## src/rtl/core/lgu_pkg.sv

```systemverilog
// ----------------------------------------------------------------------------
// lgu_pkg
// Shared widths, constants and stage types of the Lorentz gamma unit.
// ----------------------------------------------------------------------------
package lgu_pkg;

   localparam int BETA_W  = 32;
   localparam int CLAMP_W = 30;
   localparam int MAG_W   = 30;
   localparam int SQ_W    = 2 * MAG_W;
   localparam int DEN_W   = SQ_W + 1;
   localparam int ROOT_W  = 40;
   localparam int REM_W   = ROOT_W + 2;
   localparam int GAMMA_W = 40;

   localparam int NUM_CELLS  = 80;
   localparam int ROOT_FIRST = 2;

   localparam logic [CLAMP_W-1:0] CLAMP_RESET = 30'd1073634450;
   localparam logic signed [BETA_W-1:0] NEG_ONE_Q30 = -32'sd1073741824;
   localparam logic [DEN_W-1:0] ONE_Q60 = 61'h1000_0000_0000_0000;
   localparam logic [DEN_W-1:0] REM_START = 61'h0000_0000_4000_0000;
   localparam logic [GAMMA_W-1:0] GAMMA_MAX = '1;

   typedef struct packed {
      logic              valid;
      logic              last;
      logic              invalid;
      logic [DEN_W-1:0]  den;
      logic [DEN_W-1:0]  part;
      logic [1:0]        qbits;
      logic [ROOT_W-1:0] root;
      logic [REM_W-1:0]  rem;
   } lgu_stage_type;

   typedef struct packed {
      logic               valid;
      logic [GAMMA_W-1:0] gamma;
      logic               invalid;
      logic               last;
   } lgu_result_type;

endpackage

```

## src/rtl/core/lgu_prep.sv

```systemverilog
// ----------------------------------------------------------------------------
// lgu_prep
// Clamp beta, square its magnitude and form the denominator 2^60 - beta^2.
// ----------------------------------------------------------------------------
module lgu_prep
   import lgu_pkg::*;
(
   input  logic                     clock,
   input  logic                     reset,
   input  logic                     en,
   input  logic [CLAMP_W-1:0]       clamp_limit,
   input  logic                     in_valid,
   input  logic signed [BETA_W-1:0] in_beta,
   input  logic                     in_last,
   output lgu_stage_type            stage_dn
);

   logic signed [BETA_W-1:0] limit;
   logic signed [BETA_W-1:0] beta_cl;
   logic [BETA_W-1:0]        beta_abs;

   logic             v1_ff, v1_in;
   logic             last1_ff, last1_in;
   logic             inv1_ff, inv1_in;
   logic [MAG_W-1:0] mag1_ff, mag1_in;

   logic             v2_ff;
   logic             last2_ff;
   logic             inv2_ff;
   logic [SQ_W-1:0]  sq2_ff, sq2_in;

   lgu_stage_type    stage_ff, stage_in;

   always_comb begin
      limit    = $signed({{(BETA_W-CLAMP_W){1'b0}}, clamp_limit});
      beta_cl  = (in_beta > limit) ? limit : in_beta;
      inv1_in  = (beta_cl <= NEG_ONE_Q30);
      beta_abs = beta_cl[BETA_W-1] ? BETA_W'(-beta_cl) : BETA_W'(beta_cl);
      mag1_in  = inv1_in ? '0 : beta_abs[MAG_W-1:0];
      v1_in    = in_valid;
      last1_in = in_last;
   end

   assign sq2_in = mag1_ff * mag1_ff;

   always_comb begin
      stage_in         = '0;
      stage_in.valid   = v2_ff;
      stage_in.last    = last2_ff;
      stage_in.invalid = inv2_ff;
      stage_in.den     = ONE_Q60 - {1'b0, sq2_ff};
      stage_in.part    = REM_START;
   end

   always_ff @(posedge clock) begin
      if (reset) begin
         v1_ff          <= 1'b0;
         v2_ff          <= 1'b0;
         stage_ff.valid <= 1'b0;
      end else if (en) begin
         v1_ff    <= v1_in;
         last1_ff <= last1_in;
         inv1_ff  <= inv1_in;
         mag1_ff  <= mag1_in;
         v2_ff    <= v1_ff;
         last2_ff <= last1_ff;
         inv2_ff  <= inv1_ff;
         sq2_ff   <= sq2_in;
         stage_ff <= stage_in;
      end
   end

   assign stage_dn = stage_ff;

endmodule

```

## config.mk

```make
export PLATFORM = sky130hd
export DESIGN_NAME = lgu_prep
export DESIGN_NICKNAME = d
export VERILOG_FILES = /design/src/rtl/core/lgu_pkg.sv /design/src/rtl/core/lgu_prep.sv
export SDC_FILE = /design/constraint.sdc
export NUM_CORES = 2
export LEC_CHECK = 0
export ABC_AREA = 1
export BUFFER_PORTS_ARGS = -buffer_cell sky130_fd_sc_hd__buf_4
export CELL_PAD_IN_SITES_DETAIL_PLACEMENT = 0
export CELL_PAD_IN_SITES_GLOBAL_PLACEMENT = 2
export CORE_MARGIN = 1.5
export CORE_UTILIZATION = 39
export CTS_CLUSTER_SIZE = 14
export DETAILED_ROUTE_END_ITERATION = 10
export PLACE_DENSITY_LB_ADDON = 0.1
export RECOVER_POWER = 50
export SLEW_MARGIN = 30
export SYNTH_ARGS = -nofsm -noshare
export SYNTH_HDL_FRONTEND = slang
export SYNTH_SLANG_ARGS = --single-unit
```

## constraint.sdc

```tcl
create_clock -name clock -period 11.7 [get_ports clock]
set_clock_uncertainty 0.1 [all_clocks]
set_input_delay 2.34 -clock clock [delete_from_list [all_inputs] [get_ports clock]]
set_output_delay 2.34 -clock clock [all_outputs]
set_load 0.03 [all_outputs]
```

==> qor.yml <==
status: "finished, violations left"
failed_checks: "max-capacitance violations, max-slew violations"
cp_top_family: "adder cells"
cpMostUsedCell: "fa_1"
cp_num_buf_inv: 6
syn_area_um2: 35820
gp_congestion: 0.8414
synth_cells: 4175
crit_fanout: 31
chipHeight_um: 306.1
clock.fmax_mhz: 115.3
timing.final.crit_period_ns: 8.671
vias_per_cell: 4.576
grt_pass1_vias: 26620
die_x_um: 306.1
syn_avg_cell_area_um2: 8.579
period_share_pct: 74.11
dieArea_um2: 93670
rsz0062_at_grt: "no"
ys.warnings.count: 0
clock_latency_ns: 0.49
drt-total-wl_um: 96500
antennaDiodeCount: 0
synth_cell_type_count: 51
maxCapViolations: 2
vias: 24890
hold_slack_ns: 0.3241
seqCellArea_um2: 4715
end_kind: "flip-flop"
postRouteAntennaNets: 0
dpl.cell_count: 5404
dp_hpwl_um: 78450
ys_seq_elements: 158
drc_errors: 0
cts-root-buf: "clkbuf_16"
fin_tns_setup_ns: 0
layout_common_cells: "inv_1, nand2_1, fa_1"
cts_buffer_depth: 2
layout.cells.non_filler: 5438
cts_sinks: 158
grt_use_total_pct: 21.33
wl_per_cell_um: 17.75
cts_setup_buffers: 0
finalSetupViolCount: 0
dr.pass1.iters: 5
final_net_count: 5306
clkSlewWorstSetupHoldPaths_ns: 0.08
slew_violations: 93
maxSlewHeadroom_pct: -114.4
grt_pass1_wl_um: 153000
synthArstFlopShare_pct: 0
cts_hold_buf: 0
numPortBuffers: 130
min_path_type: "reg2reg"
post-place-ws_ns: 3.347
drt_iter0_markers: 1140
synth_edf_count: 155
layout_commonest_cell: "inv_1"
yosysSeqAreaShare_pct: 13.16
slowest_stage: "clkbuf_1"
io_pins: 276
multi_input_area_um2: 25420
cts_made_buffers: 17
tritoncts: "built"
syn2layout_area_growth_pct: 5.617
required_ns: 11.82
startpoint_type: "flip-flop"
setup_slack_ns: 3.029
drive_above_1_share_pct: 3.731
synth_top_flop_cell: "edfxtp_1"
worst_slew_pin_slew_ns: 3.216
cts_resized: 0
grt_max_degree: 65
htreeDepth: 4
core_area_um2: 90560
overflow: 0
cp_data_arrival_time_ns: 8.79
critPathKind: "reg2reg"
std_cell_rows: 110
hold_viol_final: 0
antenna_found_initial: 0
cpPeakStageDelay_ns: 1.47
initial_core_util_pct: 39.55
fillers: 9420
[path summary, 6_finish.rpt]
kind | start | end | slack, ns | cells past startpoint
min reg2reg | inv2_ff | stage_dn[206] | 0.32 | 0
max reg2reg | mag1_ff[0] | sq2_ff[59] | 3.03 | 26
min | inv2_ff | stage_dn[206] | 0.32 | 0
max | mag1_ff[0] | sq2_ff[59] | 3.03 | 26
[cells in the mapped netlist, types with 3 or more instances]
cell | number | area share [%]
inv_1 | 1228 | 13
nand2_1 | 794 | 8.3
fa_1 | 697 | 39
ha_1 | 293 | 10
nor2_1 | 205 | 2.1
edfxtp_1 | 155 | 13
buf_4 | 151 | 3.2
xor2_1 | 103 | 2.5
a21oi_1 | 97 | 1.4
nand3_1 | 79 | 1.1
clkbuf_1 | 77 | 0.81
o21ai_0 | 56 | 0.78
xnor2_1 | 39 | 0.95
a31oi_1 | 22 | 0.38
nor3_1 | 21 | 0.29
nand4_1 | 20 | 0.35
buf_1 | 18 | 0.19
a21o_1 | 15 | 0.31
nor4_1 | 10 | 0.17
nor2_2 | 9 | 0.16
o21ai_1 | 9 | 0.13
o21bai_1 | 9 | 0.19
and3_1 | 5 | 0.087
o21ai_2 | 5 | 0.12
buf_2 | 4 | 0.056
inv_2 | 4 | 0.042
nand2_2 | 4 | 0.070
o211ai_1 | 4 | 0.084
or2_2 | 4 | 0.070
a221oi_1 | 3 | 0.073
buf_6 | 3 | 0.094
dfxtp_1 | 3 | 0.17
o21a_1 | 3 | 0.063
[cell families (layout without fill, tap and decap cells)]
logic type,Yosys count,count (layout),synth area share [%]
buf+inv,1485,1429,17.22
simple gates,1162,1162,13.12
fa+ha+maj,990,990,49.19
compound gates,235,235,3.787
flops,158,158,13.16
xor+xnor,142,142,3.472
other cells,2,145,0.02097
mux,1,1,0.03144
[final cells by class]
type	instances	share of cell area [%]
Multi-Input combinational cell	2675	67.20
Sequential cell	158	12.46
Inverter	1232	12.22
Tap cell	1176	3.889
Timing Repair Buffer	165	2.629
Clock buffer	18	1.134
Clock inverter	14	0.4564
[worst reg2reg max path, delay by kind of cell, from the launching register on]
family / cells / cell delay, ns
simple gates: 6 / 1.02
buf+inv: 6 / 1.84
compound gates: 4 / 0.99
flops: 1 / 0.33
xor+xnor: 1 / 0.16
fa+ha+maj: 9 / 3.98
[metal layers]
| metal | wire [um] | global-route usage (%) |
|---|---|---|
| met3 | 2209 | 1.597 |
| met4 | 1239 | 3.857 |
| met2 | 48940 | 37.53 |
| met1 | 44110 | 29.06 |
| met5 | 0 | 0 |
[registers in the layout, summed over array words and instances, names as in the netlist]
signal,cells
mag1_ff,30
sq2_ff,59
last2_ff,1
stage_dn,63
v1_ff,1
last1_ff,1
inv1_ff,1
v2_ff,1
inv2_ff,1
[per-stage QoR]
stage	util [%]	cell area, um^2
after floorplan	-	36360
after global placement	41.42	37510
after detailed placement	41.43	37520
after CTS	42.10	38120
after global routing	41.77	37830
final	41.77	37830
Power is left out: the tool's default activity adds up to more than one toggle a clock period on the data nets, which glitch-free logic cannot reach.
