===== config.mk =====
export PLATFORM = sky130hd
export DESIGN_NAME = lgu_cell
export DESIGN_NICKNAME = d
export VERILOG_FILES = /design/src/rtl/core/lgu_pkg.sv /design/src/rtl/core/lgu_cell.sv
export SDC_FILE = /design/constraint.sdc
export NUM_CORES = 1
export LEC_CHECK = 0
export BUFFER_PORTS_ARGS = -buffer_cell sky130_fd_sc_hd__buf_2
export CAP_MARGIN = 30
export CORE_UTILIZATION = 53
export CTS_CLUSTER_SIZE = 10
export DETAILED_ROUTE_END_ITERATION = 8
export PLACE_DENSITY = 0.89
export SYNTH_ARGS = -nofsm -noshare
export SYNTH_HDL_FRONTEND = slang
export SYNTH_SLANG_ARGS = --single-unit

===== constraint.sdc =====
create_clock -name clock -period 13.6 [get_ports clock]
set_clock_uncertainty 0.05 [all_clocks]
set_input_delay 0.68 -clock clock [delete_from_list [all_inputs] [get_ports clock]]
set_output_delay 0.68 -clock clock [all_outputs]
set_load 0.005 [all_outputs]

===== src/rtl/core/lgu_pkg.sv =====
// ----------------------------------------------------------------------------
// lgu_pkg
// Shared widths, constants and stage types of the Lorentz gamma unit.
// ----------------------------------------------------------------------------
package lgu_pkg;

   localparam int BETA_W  = 32;
   localparam int CLAMP_W = 30;
   localparam int MAG_W   = 30;
   localparam int SQ_W    = 2 * MAG_W;
   localparam int DEN_W   = SQ_W + 1;
   localparam int ROOT_W  = 40;
   localparam int REM_W   = ROOT_W + 2;
   localparam int GAMMA_W = 40;

   localparam int NUM_CELLS  = 80;
   localparam int ROOT_FIRST = 2;

   localparam logic [CLAMP_W-1:0] CLAMP_RESET = 30'd1073634450;
   localparam logic signed [BETA_W-1:0] NEG_ONE_Q30 = -32'sd1073741824;
   localparam logic [DEN_W-1:0] ONE_Q60 = 61'h1000_0000_0000_0000;
   localparam logic [DEN_W-1:0] REM_START = 61'h0000_0000_4000_0000;
   localparam logic [GAMMA_W-1:0] GAMMA_MAX = '1;

   typedef struct packed {
      logic              valid;
      logic              last;
      logic              invalid;
      logic [DEN_W-1:0]  den;
      logic [DEN_W-1:0]  part;
      logic [1:0]        qbits;
      logic [ROOT_W-1:0] root;
      logic [REM_W-1:0]  rem;
   } lgu_stage_type;

   typedef struct packed {
      logic               valid;
      logic [GAMMA_W-1:0] gamma;
      logic               invalid;
      logic               last;
   } lgu_result_type;

endpackage


===== src/rtl/core/lgu_cell.sv =====
// ----------------------------------------------------------------------------
// lgu_cell
// One cell of the chain: one restoring quotient bit of 2^110/d and, when
// enabled, one digit pair of the integer square root of that quotient.
// ----------------------------------------------------------------------------
module lgu_cell
   import lgu_pkg::*;
(
   input  logic          clock,
   input  logic          reset,
   input  logic          en,
   input  logic          root_on,
   input  lgu_stage_type stage_up,
   output lgu_stage_type stage_dn
);

   logic [DEN_W:0]    part_sh;
   logic              q_bit;
   logic [REM_W+1:0]  rem_sh;
   logic [REM_W-1:0]  trial;
   logic              r_bit;
   lgu_stage_type     stage_ff, stage_in;

   always_comb begin
      part_sh = {stage_up.part, 1'b0};
      q_bit   = (part_sh >= {1'b0, stage_up.den});
      rem_sh  = {stage_up.rem, stage_up.qbits};
      trial   = {stage_up.root, 2'b01};
      r_bit   = (rem_sh >= {2'b00, trial});

      stage_in       = stage_up;
      stage_in.part  = q_bit ? DEN_W'(part_sh - {1'b0, stage_up.den}) : part_sh[DEN_W-1:0];
      stage_in.qbits = {stage_up.qbits[0], q_bit};
      if (root_on) begin
         stage_in.rem  = r_bit ? REM_W'(rem_sh - {2'b00, trial}) : rem_sh[REM_W-1:0];
         stage_in.root = {stage_up.root[ROOT_W-2:0], r_bit};
      end
   end

   always_ff @(posedge clock) begin
      if (reset) begin
         stage_ff.valid <= 1'b0;
      end else if (en) begin
         stage_ff <= stage_in;
      end
   end

   assign stage_dn = stage_ff;

endmodule


==> results of run 1 <==
==> routing by layer <==
layer | global-route usage (%) | vias up | share of wire, %
met3 | 6.44 | 123 | 8.5
met2 | 54.8 | 677 | 50
met4 | 14.2 | 10 | 4.1
met5 | 0 | - | 0.16
met1 | 34.2 | 6295 | 37
li1 | - | 6506 | -
==> placed cells by master, fill, tap and decap left out, types with 14 or more instances in the layout <==
master,n
xor2_1,36
nand4_1,29
nand2b_1,16
a21o_1,54
nand2_1,175
a21oi_1,172
xnor2_1,57
edfxtp_1,208
a211oi_1,14
nor2_1,108
buf_2,420
ha_1,103
nor2b_1,16
nand3_1,27
nor3_1,15
clkbuf_16,27
o21ai_0,161
o21bai_1,21
inv_1,128
==> through the flow <==
| step | setup WS (ps) | cell area [sq um] | util [%] | cells |
|---|---|---|---|---|
| after floorplan | 2860 | 14600 | - | 1589 |
| after global placement | 9250 | 16900 | 62.6 | 2281 |
| after detailed placement | 9190 | 16900 | 62.6 | 2281 |
| after CTS | 9730 | 17600 | 65.4 | 2317 |
| after global routing | 9510 | 17600 | 65.4 | 2324 |
| final | 9710 | 17600 | 65.4 | 2324 |
==> cells by family after synthesis <==
logic type,after synthesis,synth area share (%)
buf+inv,205,5.56
mux,17,1.24
flops,209,43.0
xor+xnor,93,5.59
fa+ha+maj,104,8.98
simple gates,442,14.0
compound gates,519,21.6
==> path summary, 6_finish.rpt <==
| kind | endpoint | from | depth (start not counted) |
|---|---|---|---|
| setup / recovery | stage_dn[133] | stage_up[147] | 14 |
| hold reg to reg | stage_dn[208] | stage_dn[208] | 2 |
| hold / removal | stage_dn[206] | stage_up[206] | 1 |
| setup reg to reg | stage_dn[208] | stage_dn[208] | 2 |
==> power breakdown <==
part	internal (mW)	leakage [nW]	total, mW	switching (mW)
combinational	0.217	5.46	0.537	0.320
sequential	0.784	1.95	0.801	0.0165
clock	0.370	0.368	0.626	0.256
==> final cells by class <==
| type | count | area (sq um) |
|---|---|---|
| antenna | 7 | 17.5 |
| fill | 2191 | 9320 |
| multi-input combinational | 1175 | 7530 |
| tap | 341 | 427 |
| sequential | 209 | 6270 |
| inverter | 129 | 484 |
| timing repair buffer | 427 | 2170 |
| clock buffer | 30 | 687 |
| clock inverter | 6 | 53.8 |
==> worst max-delay path, stage by stage <==
cell and delay [ps]:
buf_2 100, inv_1 40, ha_1 390, nand2b_1 160
a21oi_1 130, o41ai_4 500, o211ai_2 180, a32oi_2 370
a211oi_2 120, a2bb2oi_2 190, a21oi_4 160, buf_4 440
inv_2 230, mux2_1 370
==> impl_metrics.toml, run 1 <==
[outcome]
status = "completed"

[logic_synthesis]
synth_edf_count = 208
postSynth.asyncResetShare_pct = 0
synth_common_cells = "edfxtp_1, nand2_1, a21oi_1, o21ai_0, inv_1"
yosysMostFrequentCell = "edfxtp_1"
ys_seq_elements = 209
ys_types = 77
synth_warnings = 0
yosysTopAreaCellShare_pct = 42.8
syn_area_sq_um = 14600
synth-main-ff-cell = "edfxtp_1"
synth.largest_area_cell = "edfxtp_1"
seq_area_frac_synth_pct = 43.0
syn_avg_cell_area_sq_um = 9.17
synthTopCellsByArea = "edfxtp_1, ha_1, a21oi_1"
postSynthCellCount = 1589
syn_nets = 1906

[critical_path]
r2r_slack_ps = 12950
critPathArrivalTime_ps = 4110
critical_path.endpoint_type = "flip-flop"
crit_type = "in -> reg"
cp_data_required_time_ps = 13820
start_kind = "input pin"
worst-path-max-fanout = 54

[die]
floorplan.initialDensity_pct = 54.1
die_x_microns = 168
pin_count = 422
die-area_sq_um = 28200
rows = 60
die_y_microns = 168
core_area_sq_um = 27000

[sta]
slew_headroom_pct = 36.1
post-route-min-period_ps = 3890
whs_ps = 284
finalSetupTns_ps = 0
max_freq_ghz = 0.257
tightest_slew_ps = 959
final_max_slew_viol_count = 0
setup_viol = 0
final_hold_viol_count = 0
rsz0062_at_grt = "false"
min_period_over_period_pct = 28.6

[routing]
wire_per_inst_microns = 19.0
firstDrtPassIters = 8
totalWireLength_mm = 44.3
drt_iter0_markers = 1134
post_drt_via_cell_ratio = 5.86
drc = 0
num_vias = 13600
antenna_left = 0

[global_route]
grt-ovfl-total = 0
grt_max_degree = 158
grt_pass1_vias = 13300
grt_usage_pct = 30.4
antenna_found_initial = 12
grt_first_pass_wirelength_mm = 68.1

[place]
place_congestion = 0.946
dp_hpwl_mm = 34.4
port_buffers = 421

[pwr]
vdd.ir_drop.worst_mv = 0.102
p_per_area_nw_per_um2 = 111
leakagePower_nw = 7.78
power_mw = 1.96

[clock_network]
h-tree-depth = 1
cts.hold.buffers_added = 0
cts_tree = "built"
clk_pin_slew_ps = 60
cts_buffers = 26
clk_latency_ps = 520
cts-root-buf = "clkbuf_16"
clk_path_buf_depth = 3
postCtsSetupRepairBufs = 0
cts-resized-gates = 0
cts_sinks = 209

[flow_run]
timing.max_cap.violations = 0

[cells_and_area]
layout-drive-gt1-share_pct = 24.9
nets = 2285
largest_reg_flops = 209
syn2layout_area_growth_pct = 21.0

[min_path]
worstHoldPathType = "in -> reg"
No activity file was read; power rests on OpenSTA's default activity.
==> inputs of run 2 (changes only) <==
- CORE_UTILIZATION: 53 -> 48
- PLACE_DENSITY: 0.89 -> 0.86
- clock period: 13.6 -> 3.5 ns (I/O delays scaled with it)
==> run 2 against run 1 <==
Effect of this change: sequential power rose to 3.9 times the previous value; highest routed layer is now met4; utilization is 2.0 points higher; final cell count rose by 13%; worst setup slack worse by 9600 ps; final area increased by 14%; critical path type unchanged; combinational power grew to 4.5 times the previous value; largest cell class unchanged; flip-flop and latch count stayed put.
==> impl_metrics.toml, run 2 (synthesis gave the netlist of run 1 again) <==
[clock_network]
clk_latency_ps = 530
cts_sinks = 209
cts-root-buf = "clkbuf_16"
h-tree-depth = 1
clk_pin_slew_ps = 60
cts_buffers = 26
clk_path_buf_depth = 3
cts_tree = "built"

[sta]
setup_viol = 0
min_period_over_period_pct = 97.4
layout_setup_ws_ps = 91.8
max_freq_ghz = 0.293
tightest_slew_ps = 944
final_max_slew_viol_count = 0
slew_headroom_pct = 37.0
post-route-min-period_ps = 3410
final_hold_viol_count = 0

[critical_path]
critical_path.endpoint_type = "flip-flop"
cp_data_required_time_ps = 3710
critPathArrivalTime_ps = 3620
reg2reg_depth = 3
crit_type = "in -> reg"
worst-path-max-fanout = 6
start_kind = "input pin"

[cells_and_area]
syn2layout_area_growth_pct = 37.8
final_common_cell = "buf_2"
fill_cells = 2158
layout-drive-gt1-share_pct = 24.2
largest_reg_flops = 209
final_cell_mix = "buf_2, edfxtp_1, dlygate4sd3_1, nand2_1, a21oi_1"
fin_area_sq_um = 20100
nets = 2523

[die]
die_y_microns = 176
die-area_sq_um = 31100
pin_count = 422
core_area_sq_um = 29800
rows = 63
die_x_microns = 176
floorplan.initialDensity_pct = 48.9

[outcome]
status = "completed"

[routing]
totalWireLength_mm = 51.5
drt_iter0_markers = 1687
post_drt_via_cell_ratio = 5.77
firstDrtPassIters = 8
wire_per_inst_microns = 19.7
antenna_left = 0
drc = 0
num_vias = 15100

[pwr]
leakagePower_nw = 8.81
p_per_area_nw_per_um2 = 396
vdd.ir_drop.worst_mv = 0.335

[global_route]
grt_max_degree = 135
antenna_found_initial = 7
grt_usage_pct = 31.9
grt-ovfl-total = 0
grt_first_pass_wirelength_mm = 78.1
grt_pass1_vias = 15100

[place]
dp_hpwl_mm = 35.7
place_congestion = 0.931
pre_cts_ws_ps = 94.4
port_buffers = 421
place_area_sq_um = 17200

[min_path]
whs_path_depth = 4
worstHoldPathType = "in -> reg"

[flow_run]
timing.max_cap.violations = 0
==> run 2: what timing repair did <==
action / 4_1_cts / 5_1_grt
hold buffers: 201 / 0
resized for setup: 0 / 15
setup endpoints to repair: 0 / 59
hold endpoints to repair: 193 / 0
buffers inserted: 0 / 2
==> run 2: stage by stage <==
stage	instances	power, mW	util [%]	hold WS, ps	TNS (ps)
floorplan	1589	4.47	-	197	-56770
global placement	2364	5.23	57.8	302	0
detailed placement	2365	5.28	57.9	305	0
CTS	2608	7.86	67.1	1.08	0
global route	2616	8.27	67.4	24.5	-68.9
finish	2617	7.96	67.4	15.4	0
==> run 2: worst paths after layout <==
kind	startpoint	end	slack [ps]
worst min-delay path	stage_up[138]	stage_dn[139]	20
worst min register to register	stage_dn[208]	stage_dn[208]	1050
worst max register to register	stage_dn[208]	stage_dn[208]	2260
worst max-delay path	stage_up[93]	stage_dn[130]	90
==> run 2: where the power goes <==
part / switching (mW) / internal, mW / total, mW
logic: 1.37 / 1.05 / 2.42
clock network: 1.03 / 1.39 / 2.42
registers: 0.0701 / 3.05 / 3.12
total: 2.47 / 5.49 / 7.96
==> run 2: worst max-delay path: stages <==
cell and delay (ps):
dlygate4sd3_1 540, buf_2 140, ha_1 380, a21oi_1 220, a21oi_1 110, a2111oi_2 390, o211ai_2 230, a32oi_2 320
buf_4 170, nand2_1 130, a31o_2 300, a21oi_1 260, xnor2_1 150, o21ai_0 100
==> run 2: final cells by class <==
class	count	area (sq um)	area share [%]
multi-input combinational	1175	7580	37.7
sequential	209	6270	31.2
timing repair buffer	665	4510	22.5
clock buffer	35	706	3.51
tap	390	488	2.43
inverter	129	484	2.41
clock inverter	7	33.8	0.168
antenna	7	17.5	0.0872
==> run 2: metal layers <==
metal	vias to the layer above	wire, microns	global-route usage [%]
li1	6980	-	-
met1	6999	19100	36.0
met2	926	25400	57.3
met3	204	4160	5.43
met4	0	2920	16.6
met5	-	0	0
