`config.mk`:
```
export PLATFORM = sky130hd
export DESIGN_NAME = lgu_tail
export DESIGN_NICKNAME = d
export VERILOG_FILES = /design/src/rtl/core/lgu_pkg.sv /design/src/rtl/core/lgu_tail.sv
export SDC_FILE = /design/constraint.sdc
export NUM_CORES = 1
export LEC_CHECK = 0
export ABC_CLOCK_PERIOD_IN_PS = 6800
export BUFFER_PORTS_ARGS = -buffer_cell sky130_fd_sc_hd__buf_2
export CAP_MARGIN = 20
export CELL_PAD_IN_SITES_DETAIL_PLACEMENT = 0
export CELL_PAD_IN_SITES_GLOBAL_PLACEMENT = 1
export CORE_UTILIZATION = 30
export DETAILED_ROUTE_END_ITERATION = 6
export PLACE_DENSITY_LB_ADDON = 0.1
export SKIP_LAST_GASP = 1
export SLEW_MARGIN = 15
export SYNTH_ARGS = -nofsm -noshare
export SYNTH_HDL_FRONTEND = slang
export SYNTH_SLANG_ARGS = --single-unit
```
`constraint.sdc`:
```
create_clock -name clock -period 6.8 [get_ports clock]
set_input_delay 0.34 -clock clock [delete_from_list [all_inputs] [get_ports clock]]
set_output_delay 0.34 -clock clock [all_outputs]
set_load 0.02 [all_outputs]
```
`src/rtl/core/lgu_pkg.sv`:
```
// ----------------------------------------------------------------------------
// lgu_pkg
// Shared widths, constants and stage types of the Lorentz gamma unit.
// ----------------------------------------------------------------------------
package lgu_pkg;

   localparam int BETA_W  = 32;
   localparam int CLAMP_W = 30;
   localparam int MAG_W   = 30;
   localparam int SQ_W    = 2 * MAG_W;
   localparam int DEN_W   = SQ_W + 1;
   localparam int ROOT_W  = 40;
   localparam int REM_W   = ROOT_W + 2;
   localparam int GAMMA_W = 40;

   localparam int NUM_CELLS  = 80;
   localparam int ROOT_FIRST = 2;

   localparam logic [CLAMP_W-1:0] CLAMP_RESET = 30'd1073634450;
   localparam logic signed [BETA_W-1:0] NEG_ONE_Q30 = -32'sd1073741824;
   localparam logic [DEN_W-1:0] ONE_Q60 = 61'h1000_0000_0000_0000;
   localparam logic [DEN_W-1:0] REM_START = 61'h0000_0000_4000_0000;
   localparam logic [GAMMA_W-1:0] GAMMA_MAX = '1;

   typedef struct packed {
      logic              valid;
      logic              last;
      logic              invalid;
      logic [DEN_W-1:0]  den;
      logic [DEN_W-1:0]  part;
      logic [1:0]        qbits;
      logic [ROOT_W-1:0] root;
      logic [REM_W-1:0]  rem;
   } lgu_stage_type;

   typedef struct packed {
      logic               valid;
      logic [GAMMA_W-1:0] gamma;
      logic               invalid;
      logic               last;
   } lgu_result_type;

endpackage

```
`src/rtl/core/lgu_tail.sv`:
```
// ----------------------------------------------------------------------------
// lgu_tail
// Last root digit, round to nearest, saturate and select the invalid code.
// ----------------------------------------------------------------------------
module lgu_tail
   import lgu_pkg::*;
(
   input  logic           clock,
   input  logic           reset,
   input  logic           en,
   input  lgu_stage_type  stage_up,
   output lgu_result_type res_dn
);

   logic [REM_W+1:0]  rem_sh;
   logic [REM_W-1:0]  trial;
   logic              r_bit;
   logic [ROOT_W:0]   sum;
   lgu_result_type    res_ff, res_in;

   always_comb begin
      rem_sh = {stage_up.rem, stage_up.qbits};
      trial  = {stage_up.root, 2'b01};
      r_bit  = (rem_sh >= {2'b00, trial});
      // round: (2*root + bit + 1) >> 1 == root + bit
      sum    = {1'b0, stage_up.root} + {{ROOT_W{1'b0}}, r_bit};

      res_in.valid   = stage_up.valid;
      res_in.last    = stage_up.last;
      res_in.invalid = stage_up.invalid;
      if (stage_up.invalid || sum[ROOT_W]) begin
         res_in.gamma = GAMMA_MAX;
      end else begin
         res_in.gamma = GAMMA_W'(sum[ROOT_W-1:0]);
      end
   end

   always_ff @(posedge clock) begin
      if (reset) begin
         res_ff.valid <= 1'b0;
      end else if (en) begin
         res_ff <= res_in;
      end
   end

   assign res_dn = res_ff;

endmodule

```
==> impl_metrics.py, run 1 <==
metrics = {
    "placement": {
        "hpwlAfterDp_mm": 8.14,
        "port-buffer-count": 132,
        "finalWeightedCongestion": 0.794,
    },
    "route": {
        "routed-via-count": 3035,
        "post_detailed_route_wirelength_per_cell_um": 15.7,
        "post_drt_via_cell_ratio": 4.83,
        "first_pass_iters": 4,
        "detail_route.drc_violations": 0,
        "detail-route-antenna-nets": 0,
        "drt_iter0_drc": 132,
        "postRouteWirelength_mm": 9.87,
    },
    "clock_network": {
        "cts_tree": "done",
        "worstSkewPairLatency_ns": 0.28,
        "level_count_of_the_clock_h_tree": 2,
        "clk_pin_slew_ns": 0.06,
        "cts_buffer_depth": 2,
        "cts-buffers-inserted": 5,
        "post_cts.repair.setup_buffers": 0,
        "cts.repair.resized": 0,
        "hold_buffers": 0,
        "cts.root.buffer_cell": "sky130_fd_sc_hd__clkbuf_16",
        "cts.sinks": 43,
    },
    "worst_setup_path": {
        "timing.critical_path.arrival_ns": 4.26,
        "critPathCaptureType": "flip-flop",
        "critical_path.startpoint_type": "primary input",
        "worstReg2RegStart": "res_dn[42]",
        "timing.setup.critical_path_class": "in -> reg",
        "timing.rr.end": "res_dn[42]",
        "critical_path.max_fanout": 37,
        "r2r_slack_ns": 6.21,
        "cp_data_required_time_ns": 6.95,
        "r2r_cells": 2,
    },
    "global_routing": {
        "grt_first_pass_wirelength_mm": 14.9,
        "grt_pass1_vias": 2932,
        "antenna_violations_before_repair": 0,
        "grt_max_degree": 43,
        "global_route.usage.total_pct": 17.0,
        "global_route.overflow_total": 0,
    },
    "power_and_ir_drop": {
        "power_density_mw_per_mm2": 173,
        "combPwrFrac_pct": 22.6,
        "power_leakage_nw": 2.03,
        "share_clk_of_total_power_pct": 35.6,
        "switching_power_uw": 202,
        "irDropWorstVdd_mv": 0.0944,
        "internal_power_uw": 553,
        "pwr-share-seq_pct": 41.8,
        "p_sw_share_pct": 26.8,
    },
    "synth": {
        "synthDistinctLibCells": 48,
        "synth_area_per_cell_um2": 9.67,
        "synthCells": 351,
        "synth_ff_type": "sky130_fd_sc_hd__edfxtp_1",
        "ys_async_sr_fraction_pct": 0,
        "yosysWarnings": 0,
        "synth-seq-cells": 43,
        "post_synth_instance_area_mm2": 0.00339,
        "yosysSeqAreaShare_pct": 37.7,
        "synth_edf_count": 42,
        "synth_fp_nets": 606,
    },
    "sta": {
        "layout_min_cycle_time_ns": 4.11,
        "maxSlewViolCount": 0,
        "timing.slew.headroom_pct": 28.6,
        "worstMarginPinSlew_ns": 1.06,
        "tns_ns": 0,
        "layout_worst_path_cycle_share_pct": 60.5,
        "timing.final.hold_violations": 0,
        "clock_skew_ns": 0,
        "max_clock_freq_mhz": 243,
        "unrepaired_setup_endpoints_after_global_routing": "false",
        "setup_viol": 0,
    },
    "cells_and_area": {
        "nNetsFinal": 742,
        "antenna-diode-count": 0,
        "area_growth_synth_to_finish_pct": 28.6,
        "post_route_cells_drive_above_1_share_pct": 31.6,
        "number_of_flip_flops_under_the_largest_register_name": 43,
        "fillers": 1149,
        "final_core_util_pct": 39.9,
    },
    "die": {
        "die-height_um": 108,
        "core_mm2": 0.0109,
        "fp-row-count": 38,
        "starting_density_of_the_core_pct": 31.0,
        "io-pin-count": 255,
        "die_w_um": 108,
        "die_area_mm2": 0.0117,
    },
    "hold_path": {
        "hold_path_class": "in -> reg",
        "timing.hold.worst_path_depth": 1,
        "hold_end": "res_dn[0]",
        "worst_hold_startpoint": "stage_up[207]",
    },
    "flow_run": {
        "max_cap_viol_count": 0,
    },
    "outcome": {
        "outcome": "complete, no violations",
    },
}
==> cells by family (layout without fill, tap and decap cells) <==
family / Yosys count / count (layout) / share of synthesized area, %
compound gates: 52 / 52 / 10.0
fa+ha+maj: 43 / 43 / 15.8
xor+xnor: 28 / 28 / 7.22
simple gates: 139 / 139 / 23.0
flops: 43 / 43 / 37.7
buf+inv: 45 / 182 / 5.86
mux: 1 / 1 / 0.295
==> how the worst max path moves through the flow <==
| stage | startpoint | endpoint | slack [ns] | depth (start not counted) |
|---|---|---|---|---|
| 2_1_floorplan | stage_up[77] | res_dn[32] | 3.32 | 14 |
| 3_3_place_gp | stage_up[77] | res_dn[3] | 2.40 | 14 |
| 3_5_place_dp | stage_up[77] | res_dn[2] | 2.34 | 14 |
| 4_1_cts | stage_up[77] | res_dn[2] | 2.64 | 14 |
| 5_1_grt | stage_up[77] | res_dn[2] | 2.40 | 14 |
| 6_report | stage_up[77] | res_dn[2] | 2.69 | 14 |
==> power groups by stage <==
stage,Combinational [mW],Clock [mW],Sequential (mW)
2_1_floorplan,0.0732,0,0.345
3_3_place_gp,0.170,0,0.321
3_5_place_dp,0.172,0,0.322
4_1_cts,0.173,0.275,0.316
5_1_grt,0.192,0.286,0.317
6_report,0.171,0.269,0.316
==> synthesized netlist by cell type, types with 2 or more instances <==
master,instances,area share (%)
sky130_fd_sc_hd__nand2_1,46,5.1
sky130_fd_sc_hd__ha_1,43,16
sky130_fd_sc_hd__edfxtp_1,42,37
sky130_fd_sc_hd__inv_1,40,4.4
sky130_fd_sc_hd__xnor2_1,28,7.2
sky130_fd_sc_hd__nand4_1,21,3.9
sky130_fd_sc_hd__a21oi_1,20,2.9
sky130_fd_sc_hd__and4_1,11,2.8
sky130_fd_sc_hd__nand3_1,10,1.5
sky130_fd_sc_hd__nor2_1,10,1.1
sky130_fd_sc_hd__nor3_1,9,1.3
sky130_fd_sc_hd__nor4_1,7,1.3
sky130_fd_sc_hd__and3_1,6,1.1
sky130_fd_sc_hd__o21a_1,6,1.3
sky130_fd_sc_hd__o21ai_0,6,0.88
sky130_fd_sc_hd__buf_6,4,1.3
sky130_fd_sc_hd__a21o_1,3,0.66
sky130_fd_sc_hd__o211ai_1,3,0.66
sky130_fd_sc_hd__nand2_2,2,0.37
sky130_fd_sc_hd__nand4_2,2,0.74
sky130_fd_sc_hd__o21ai_1,2,0.29
sky130_fd_sc_hd__o21bai_1,2,0.44
sky130_fd_sc_hd__or2_2,2,0.37
sky130_fd_sc_hd__or2b_1,2,0.44
==> stage by stage <==
step / std cells / setup slack (ns) / instance area, µm² / total power, mW / hold WS (ns)
final: 628 / 2.69 / 4370 / 0.756 / 0.237
after global routing: 628 / 2.40 / 4370 / 0.795 / 0.234
after CTS: 628 / 2.64 / 4370 / 0.763 / 0.234
after detailed placement: 620 / 2.34 / 4200 / 0.494 / 0.494
after global placement: 620 / 2.40 / 4200 / 0.491 / 0.473
after floorplan: 351 / 3.32 / 3390 / 0.418 / 0.412
==> cell usage in the layout (no fill, tap or decap), types with 3 or more instances in the layout <==
cell type                   Yosys  layout
sky130_fd_sc_hd__a21o_1         3       3
sky130_fd_sc_hd__a21oi_1       20      20
sky130_fd_sc_hd__and3_1         6       6
sky130_fd_sc_hd__and4_1        11      11
sky130_fd_sc_hd__buf_2          0     132
sky130_fd_sc_hd__clkbuf_16      0       5
sky130_fd_sc_hd__edfxtp_1      42      42
sky130_fd_sc_hd__ha_1          43      43
sky130_fd_sc_hd__inv_1         40      40
sky130_fd_sc_hd__nand2_1       46      46
sky130_fd_sc_hd__nand3_1       10      10
sky130_fd_sc_hd__nand4_1       21      21
sky130_fd_sc_hd__nor2_1        10      10
sky130_fd_sc_hd__nor3_1         9       9
sky130_fd_sc_hd__nor4_1         7       7
sky130_fd_sc_hd__o211ai_1       3       3
sky130_fd_sc_hd__o21a_1         6       6
sky130_fd_sc_hd__o21ai_0        6       6
sky130_fd_sc_hd__xnor2_1       28      28
==> metal layers <==
layer / part of all wire [%] / wire length (µm) / track usage, % / up-vias
li1: - / - / - / 1564
met5: 0 / 0 / 0 / -
met1: 51 / 5070 / 25.6 / 1348
met2: 40 / 3940 / 25.0 / 117
met3: 7.7 / 762 / 2.89 / 6
met4: 0.98 / 97 / 4.05 / 0
==> layout make-up <==
| cell class | count | area [µm²] | area share (%) |
|---|---|---|---|
| Clock buffer | 7 | 133 | 3.04 |
| Clock inverter | 1 | 30.0 | 0.688 |
| Inverter | 40 | 150 | 3.44 |
| Multi-Input combinational cell | 263 | 1920 | 44.0 |
| Sequential cell | 43 | 1280 | 29.3 |
| Tap cell | 140 | 175 | 4.01 |
| Timing Repair Buffer | 134 | 676 | 15.5 |
==> worst max-delay path, cell delays in order <==
cell	delay (ns)
sky130_fd_sc_hd__buf_2	0.09
sky130_fd_sc_hd__inv_1	0.06
sky130_fd_sc_hd__ha_1	0.29
sky130_fd_sc_hd__nor4bb_1	0.52
sky130_fd_sc_hd__nand4_1	0.24
sky130_fd_sc_hd__nor4_1	0.30
sky130_fd_sc_hd__a2111oi_0	0.14
sky130_fd_sc_hd__o21ai_0	0.15
sky130_fd_sc_hd__ha_1	0.25
sky130_fd_sc_hd__nand4_1	0.18
sky130_fd_sc_hd__or4_1	0.73
sky130_fd_sc_hd__nor3_4	0.39
sky130_fd_sc_hd__a21oi_4	0.30
sky130_fd_sc_hd__or2b_1	0.26
No activity file was read; power rests on OpenSTA's default activity.
==> run 2: changes to the inputs <==
--- a/config.mk
+++ b/config.mk
@@ -5,12 +5,13 @@
 export SDC_FILE = /design/constraint.sdc
 export NUM_CORES = 1
 export LEC_CHECK = 0
-export ABC_CLOCK_PERIOD_IN_PS = 6800
+export ABC_AREA = 1
+export ABC_CLOCK_PERIOD_IN_PS = 3700
 export BUFFER_PORTS_ARGS = -buffer_cell sky130_fd_sc_hd__buf_2
 export CAP_MARGIN = 20
 export CELL_PAD_IN_SITES_DETAIL_PLACEMENT = 0
 export CELL_PAD_IN_SITES_GLOBAL_PLACEMENT = 1
-export CORE_UTILIZATION = 30
+export CORE_UTILIZATION = 26
 export DETAILED_ROUTE_END_ITERATION = 6
 export PLACE_DENSITY_LB_ADDON = 0.1
 export SKIP_LAST_GASP = 1
==> constraint.sdc (replaced) <==
create_clock -name clock -period 3.7 [get_ports clock]
set_input_delay 0.185 -clock clock [delete_from_list [all_inputs] [get_ports clock]]
set_output_delay 0.185 -clock clock [all_outputs]
set_load 0.02 [all_outputs]
==> run 2 against run 1 <==
Effect of this change:
- flip-flop and latch count is the same
- synthesized area grew 14%
- sequential power up 84%
- design area is 13% higher
- combinational power increased by 100%
- clock power increased by 100%
==> impl_metrics.py, run 2 <==
metrics = {
    "worst_setup_path": {
        "timing.rr.end": "res_dn[42]",
        "critical_path.startpoint_type": "primary input",
        "timing.setup.critical_path_class": "in -> reg",
        "timing.critical_path.arrival_ns": 2.84,
        "critical_path.endpoint": "res_dn[4]",
        "r2r_slack_ns": 3.13,
        "worstReg2RegStart": "res_dn[42]",
        "crit_path_cell_trace": "buf_2 -> inv_1 -> ha_1 -> a21oi_1 -> nand2_1 -> nand2_1 -> nand2_1 -> a21oi_1 -> nand3_1 -> ha_1 -> nand2_1 -> nor2_4 -> nand2_1 -> inv_2 -> nand3_2 -> nand2_4 -> inv_4 -> o21ai_0",
        "critical_path.max_fanout": 37,
        "critPathCaptureType": "flip-flop",
        "cp-startpoint": "stage_up[71]",
        "r2r_cells": 2,
        "longest_individual_stage_delay_on_the_worst_path_ns": 0.39,
        "cp_data_required_time_ns": 3.70,
        "worst_path_max_delay_cell": "sky130_fd_sc_hd__inv_4",
        "critical-path-top-cell-by-count": "sky130_fd_sc_hd__nand2_1",
    },
    "sta": {
        "setup_viol": 0,
        "worstMarginPinSlew_ns": 0.657,
        "unrepaired_setup_endpoints_after_global_routing": "false",
        "clock_skew_ns": 0,
        "maxSlewViolCount": 0,
        "timing.slew.headroom_pct": 56.1,
        "tns_ns": 0,
        "layout_min_cycle_time_ns": 2.84,
        "max_clock_freq_mhz": 352,
        "layout_worst_path_cycle_share_pct": 76.7,
        "timing.final.hold_violations": 0,
    },
    "route": {
        "postRouteWirelength_mm": 12.5,
        "detail-route-antenna-nets": 0,
        "post_detailed_route_wirelength_per_cell_um": 14.6,
        "drt_iter0_drc": 179,
        "routed-via-count": 3781,
        "detail_route.drc_violations": 0,
        "post_drt_via_cell_ratio": 4.42,
        "first_pass_iters": 4,
    },
    "cells_and_area": {
        "final_core_util_pct": 33.9,
        "layout_commonest_cell": "sky130_fd_sc_hd__nand2_1",
        "layout_common_cells": "sky130_fd_sc_hd__nand2_1 (173), sky130_fd_sc_hd__buf_2 (132), sky130_fd_sc_hd__inv_1 (73)",
        "area_growth_synth_to_finish_pct": 27.0,
        "antenna-diode-count": 0,
        "fillers": 1621,
        "post_route_cells_drive_above_1_share_pct": 27.8,
        "multi_input_area_mm2": 0.00228,
        "nNetsFinal": 926,
        "number_of_flip_flops_under_the_largest_register_name": 43,
        "ff_latch_area_mm2": 0.00128,
    },
    "clock_network": {
        "hold_buffers": 0,
        "cts_buffer_depth": 2,
        "post_cts.repair.setup_buffers": 0,
        "cts.repair.resized": 0,
        "level_count_of_the_clock_h_tree": 2,
        "clk_pin_slew_ns": 0.07,
        "cts_tree": "done",
        "cts.sinks": 43,
        "cts-buffers-inserted": 5,
        "cts.root.buffer_cell": "sky130_fd_sc_hd__clkbuf_16",
        "worstSkewPairLatency_ns": 0.29,
    },
    "synth": {
        "synthCells": 533,
        "yosysWarnings": 0,
        "post_synth_most_frequent_cells": "sky130_fd_sc_hd__nand2_1 (173), sky130_fd_sc_hd__inv_1 (73), sky130_fd_sc_hd__nor2_1 (73), sky130_fd_sc_hd__ha_1 (43), sky130_fd_sc_hd__edfxtp_1 (42)",
        "yosysSeqAreaShare_pct": 33.0,
        "synth_area_per_cell_um2": 7.28,
        "netlist.area_leader.share_pct": 32.5,
        "synth_top_cell_by_area": "sky130_fd_sc_hd__edfxtp_1",
        "synth-seq-cells": 43,
        "synth_fp_nets": 788,
        "synthDistinctLibCells": 28,
        "synth.most_common_cell": "sky130_fd_sc_hd__nand2_1",
        "synth_ff_type": "sky130_fd_sc_hd__edfxtp_1",
        "synth_edf_count": 42,
        "ys_async_sr_fraction_pct": 0,
        "yosys-top-cells-area": "sky130_fd_sc_hd__edfxtp_1 (32%), sky130_fd_sc_hd__nand2_1 (17%), sky130_fd_sc_hd__ha_1 (14%)",
        "post_synth_instance_area_mm2": 0.00388,
    },
    "placement": {
        "port-buffer-count": 132,
        "hpwlAfterDp_mm": 10.6,
        "finalWeightedCongestion": 0.824,
    },
    "power_and_ir_drop": {
        "power_leakage_nw": 2.48,
        "power_density_mw_per_mm2": 297,
        "irDropWorstVdd_mv": 0.177,
    },
    "global_routing": {
        "busiest_layer": "met2",
        "antenna_violations_before_repair": 0,
        "grtUsageMet3_pct": 3.28,
        "grt.met2_usage_pct": 25.6,
        "global_route.usage.total_pct": 16.5,
        "grt_max_degree": 38,
        "global_route.overflow_total": 0,
        "grt_pass1_vias": 3771,
        "grt_util_met1_pct": 23.2,
        "grt_first_pass_wirelength_mm": 19.9,
    },
    "die": {
        "core_mm2": 0.0145,
        "die_area_mm2": 0.0154,
        "starting_density_of_the_core_pct": 26.7,
        "fp-row-count": 44,
        "die_w_um": 124,
        "io-pin-count": 255,
        "die-height_um": 124,
    },
    "hold_path": {
        "hold_path_class": "in -> reg",
        "worst_hold_startpoint": "stage_up[207]",
    },
    "flow_run": {
        "max_cap_viol_count": 0,
    },
    "outcome": {
        "outcome": "complete, no violations",
    },
}
[run 2: cell types whose count changed in the layout (fill, tap and decap cells not counted), moves of 7 or more]
cell                      change
sky130_fd_sc_hd__nor3_1       -9
sky130_fd_sc_hd__and4_1      -11
sky130_fd_sc_hd__nor4_1       -7
sky130_fd_sc_hd__nand3_1     +20
sky130_fd_sc_hd__nor2_2       +7
sky130_fd_sc_hd__nand2_1    +127
sky130_fd_sc_hd__inv_1       +33
sky130_fd_sc_hd__xor2_1      +13
sky130_fd_sc_hd__nor2_1      +62
sky130_fd_sc_hd__nand2_2     +11
sky130_fd_sc_hd__nand4_1     -14
sky130_fd_sc_hd__xnor2_1     -28
sky130_fd_sc_hd__nand3_2     +13
[run 2: metrics by stage]
stage	power [mW]	instance area [µm²]	hold slack (ns)	worst slack [ns]	std cells
floorplan	0.795	3880	0.254	1.25	533
global placement	0.936	4760	0.365	0.475	848
detailed placement	0.939	4760	0.371	0.504	848
CTS	1.49	4930	0.0675	0.805	856
global route	1.54	4930	0.0697	0.515	856
finish	1.46	4930	0.0708	0.861	856
[run 2: critical path, delay by kind of cell]
kind                     cells  cell delay, ns
AND/OR/NAND/NOR              9            0.89
buffers and inverters        4            0.66
AO/OA/AOI/OAI                3            0.59
adder cells (fa/ha/maj)      2            0.51
[run 2: worst min-delay path by stage]
stage	to	slack (ns)	cells after the start
final	res_dn[0]	0.07	1
after global routing	res_dn[0]	0.07	1
after CTS	res_dn[0]	0.07	1
after detailed placement	res_dn[0]	0.37	1
after global placement	res_dn[0]	0.36	1
after floorplan	res_dn[42]	0.25	1
[run 2: logic make-up after synthesis]
kind of cell               after synthesis  synth area share, %
xor gates and xnor gates                13                 2.93
and+or+nand+nor                        328                 38.2
DFF                                     43                 33.0
AOI/OAI and AO/OA                       27                 3.67
buffers and inverters                   79                 8.38
adders and majority gates               43                 13.9
[run 2: area by class of cell]
type | instances | area share, %
clock buffers | 6 | 2.82
flip-flops and latches | 43 | 26.0
repair buffers | 134 | 13.7
multi-input cells | 411 | 46.3
inverters | 76 | 5.83
well taps | 184 | 4.67
clock inverters | 2 | 0.710
[run 2: metal layers]
layer | part of all wire, % | vias up | wire (µm)
li1 | - | 1980 | -
met1 | 50 | 1676 | 6260
met2 | 43 | 112 | 5390
met3 | 5.1 | 13 | 640
met4 | 1.8 | 0 | 231
met5 | 0 | - | 0
[run 2: power by group]
group | internal (mW) | total, mW | switching, mW
clock | 0.337 | 0.540 | 0.203
combinational | 0.126 | 0.344 | 0.217
sequential | 0.571 | 0.580 | 0.00880
total | 1.03 | 1.46 | 0.429
==> run 3: changes to the inputs <==
--- a/config.mk
+++ b/config.mk
@@ -6,7 +6,7 @@
 export NUM_CORES = 1
 export LEC_CHECK = 0
 export ABC_AREA = 1
-export ABC_CLOCK_PERIOD_IN_PS = 3700
+export ABC_CLOCK_PERIOD_IN_PS = 2500
 export BUFFER_PORTS_ARGS = -buffer_cell sky130_fd_sc_hd__buf_2
 export CAP_MARGIN = 20
 export CELL_PAD_IN_SITES_DETAIL_PLACEMENT = 0
==> constraint.sdc (replaced) <==
create_clock -name clock -period 2.5 [get_ports clock]
set_input_delay 0.125 -clock clock [delete_from_list [all_inputs] [get_ports clock]]
set_output_delay 0.125 -clock clock [all_outputs]
set_load 0.02 [all_outputs]
==> run 3 against run 2 <==
Effect of this change:
- global-route usage grew 1.5 points
- sequential share of layout area down 3.8 points
- routed wire length increased by 7.0%
- critical path depth did not move
- worst hold slack lost 0.062 ns
- clock skew unchanged
- non-clock buffer count grew 103
- via count up 9.9%
- setup slack got worse by 0.66 ns
- critical path type unchanged
==> impl_metrics.py, run 3 (synthesis gave the netlist of run 2 again) <==
metrics = {
    "power_and_ir_drop": {
        "irDropWorstVdd_mv": 0.205,
        "internal_power_mw": 1.49,
        "power_leakage_nw": 2.97,
        "finalPower_mw": 2.15,
        "share_clk_of_total_power_pct": 31.0,
        "pwr-share-seq_pct": 39.9,
        "p_sw_share_pct": 30.7,
        "power_density_mw_per_mm2": 372,
        "combPwrFrac_pct": 29.1,
        "switching_power_uw": 660,
    },
    "worst_setup_path": {
        "timing.setup.critical_path_class": "in -> reg",
        "critical_path.startpoint_type": "primary input",
        "critPathCaptureType": "flip-flop",
        "longest_individual_stage_delay_on_the_worst_path_ns": 0.29,
        "worst_path_max_delay_cell": "sky130_fd_sc_hd__ha_1",
        "cp_data_required_time_ns": 2.55,
        "timing.critical_path.arrival_ns": 2.35,
        "critical_path.max_fanout": 3,
        "crit_path_cell_trace": "buf_2 -> inv_1 -> ha_1 -> nand2_1 -> nor2_1 -> nand4_1 -> nor2_2 -> nand2_1 -> nand3_2 -> ha_2 -> nand2_2 -> nor2_4 -> buf_4 -> nand3_1 -> inv_2 -> nand2_1 -> nand2_1 -> nand3_2",
        "critical-path-top-cell-by-count": "sky130_fd_sc_hd__nand2_1",
    },
    "placement": {
        "hpwlAfterDp_mm": 11.6,
        "finalWeightedCongestion": 0.830,
        "placedInstanceArea_mm2": 0.00555,
        "port-buffer-count": 132,
        "dpl_worst_slack_ns": -0.308,
    },
    "route": {
        "drt_iter0_drc": 210,
        "highest_layer": "met4",
        "first_pass_iters": 4,
        "detail-route-antenna-nets": 0,
        "routed-via-count": 4155,
        "postRouteWirelength_mm": 13.4,
        "post_drt_via_cell_ratio": 4.33,
        "detail_route.wirelength.met1_mm": 6.55,
        "wl_met2_mm": 6.07,
        "post_detailed_route_wirelength_per_cell_um": 14.0,
        "detail_route.drc_violations": 0,
        "wl_met3_um": 642,
    },
    "sta": {
        "layout_min_cycle_time_ns": 2.30,
        "max_clock_freq_mhz": 435,
        "setup_viol": 0,
        "worstMarginPinSlew_ns": 0.691,
        "layout_worst_path_cycle_share_pct": 92.1,
        "timing.final.hold_violations": 0,
        "maxSlewViolCount": 0,
        "clock_skew_ns": 0,
        "postLayoutSetupSlackWorst_ns": 0.199,
        "unrepaired_setup_endpoints_after_global_routing": "true",
        "timing.slew.headroom_pct": 53.8,
    },
    "clock_network": {
        "cts_tree": "done",
        "level_count_of_the_clock_h_tree": 2,
        "cts.sinks": 43,
        "cts_buffer_depth": 2,
        "cts.root.buffer_cell": "sky130_fd_sc_hd__clkbuf_16",
        "clk_pin_slew_ns": 0.06,
        "cts-buffers-inserted": 5,
        "worstSkewPairLatency_ns": 0.30,
        "hold_buffers": 0,
    },
    "die": {
        "io-pin-count": 255,
        "fp-row-count": 44,
        "die_w_um": 124,
        "die_area_mm2": 0.0154,
        "die-height_um": 124,
        "core_mm2": 0.0145,
        "starting_density_of_the_core_pct": 26.7,
    },
    "global_routing": {
        "grt_max_degree": 24,
        "global_route.usage.total_pct": 18.0,
        "grt_first_pass_wirelength_mm": 21.6,
        "antenna_violations_before_repair": 0,
        "global_route.overflow_total": 0,
        "grt_pass1_vias": 4302,
    },
    "cells_and_area": {
        "fillers": 1608,
        "layout_common_cells": "sky130_fd_sc_hd__nand2_1 (164), sky130_fd_sc_hd__buf_2 (132), sky130_fd_sc_hd__buf_4 (102)",
        "layout_commonest_cell": "sky130_fd_sc_hd__nand2_1",
        "finalInstanceArea_mm2": 0.00578,
        "antenna-diode-count": 0,
        "post_route_cells_drive_above_1_share_pct": 40.4,
        "area_growth_synth_to_finish_pct": 49.0,
        "number_of_flip_flops_under_the_largest_register_name": 43,
        "nNetsFinal": 1029,
    },
    "hold_path": {
        "hold_path_class": "in -> reg",
    },
    "outcome": {
        "outcome": "complete, no violations",
    },
    "flow_run": {
        "max_cap_viol_count": 0,
    },
}
==> run 3: cell type report <==
| class | instances | area, µm² | area share, % |
|---|---|---|---|
| clock inverters | 1 | 5.00 | 0.0865 |
| inverters | 76 | 290 | 5.02 |
| well taps | 184 | 230 | 3.98 |
| repair buffers | 237 | 1480 | 25.5 |
| multi-input cells | 411 | 2370 | 40.9 |
| flip-flops and latches | 43 | 1280 | 22.2 |
| clock buffers | 7 | 133 | 2.29 |
==> run 3: through the flow <==
step                std cells  util (%)  setup TNS (ns)  hold WS (ns)
finish                    959      39.8               0       0.00904
global route              959      39.8          -0.158       0.00403
CTS                       958      39.1               0       0.00343
detailed placement        950      38.2          -10.07         0.316
global placement          950      38.2           -8.45         0.310
floorplan                 533         -               0         0.194
==> run 3: timing repair <==
item / CTS / global route
setup endpoints to repair: 0 / 40
gates resized for setup: 0 / 30
setup buffers: 0 / 1
==> run 3: final timing paths <==
check,from,slack (ns),cells past startpoint,to
worst max-delay path,stage_up[79],0.20,18,res_dn[30]
worst max register to register,res_dn[42],1.91,2,res_dn[42]
worst min-delay path,stage_up[207],0.009,1,res_dn[0]
worst min register to register,res_dn[42],0.48,2,res_dn[42]
==> run 3: critical path: cells and delay by family <==
| family | cells | cell delay [ns] |
|---|---|---|
| and+or+nand+nor | 12 | 1.32 |
| adders and majority gates | 2 | 0.48 |
| buffers and inverters | 4 | 0.42 |
==> run 3: power groups by stage <==
stage                     logic [mW]  clock network, mW  registers [mW]
after floorplan                0.239                  0           0.938
after global placement         0.615                  0           0.874
after detailed placement       0.621                  0           0.874
after CTS                      0.625              0.691           0.860
after global routing           0.704              0.711           0.863
final                          0.626              0.667           0.859
==> run 3: routing by layer <==
layer  vias up  GRT usage, %
li1       2184             -
met1      1848          24.5
met2       115          29.3
met3         8          2.80
met4         0          5.32
met5         -             0
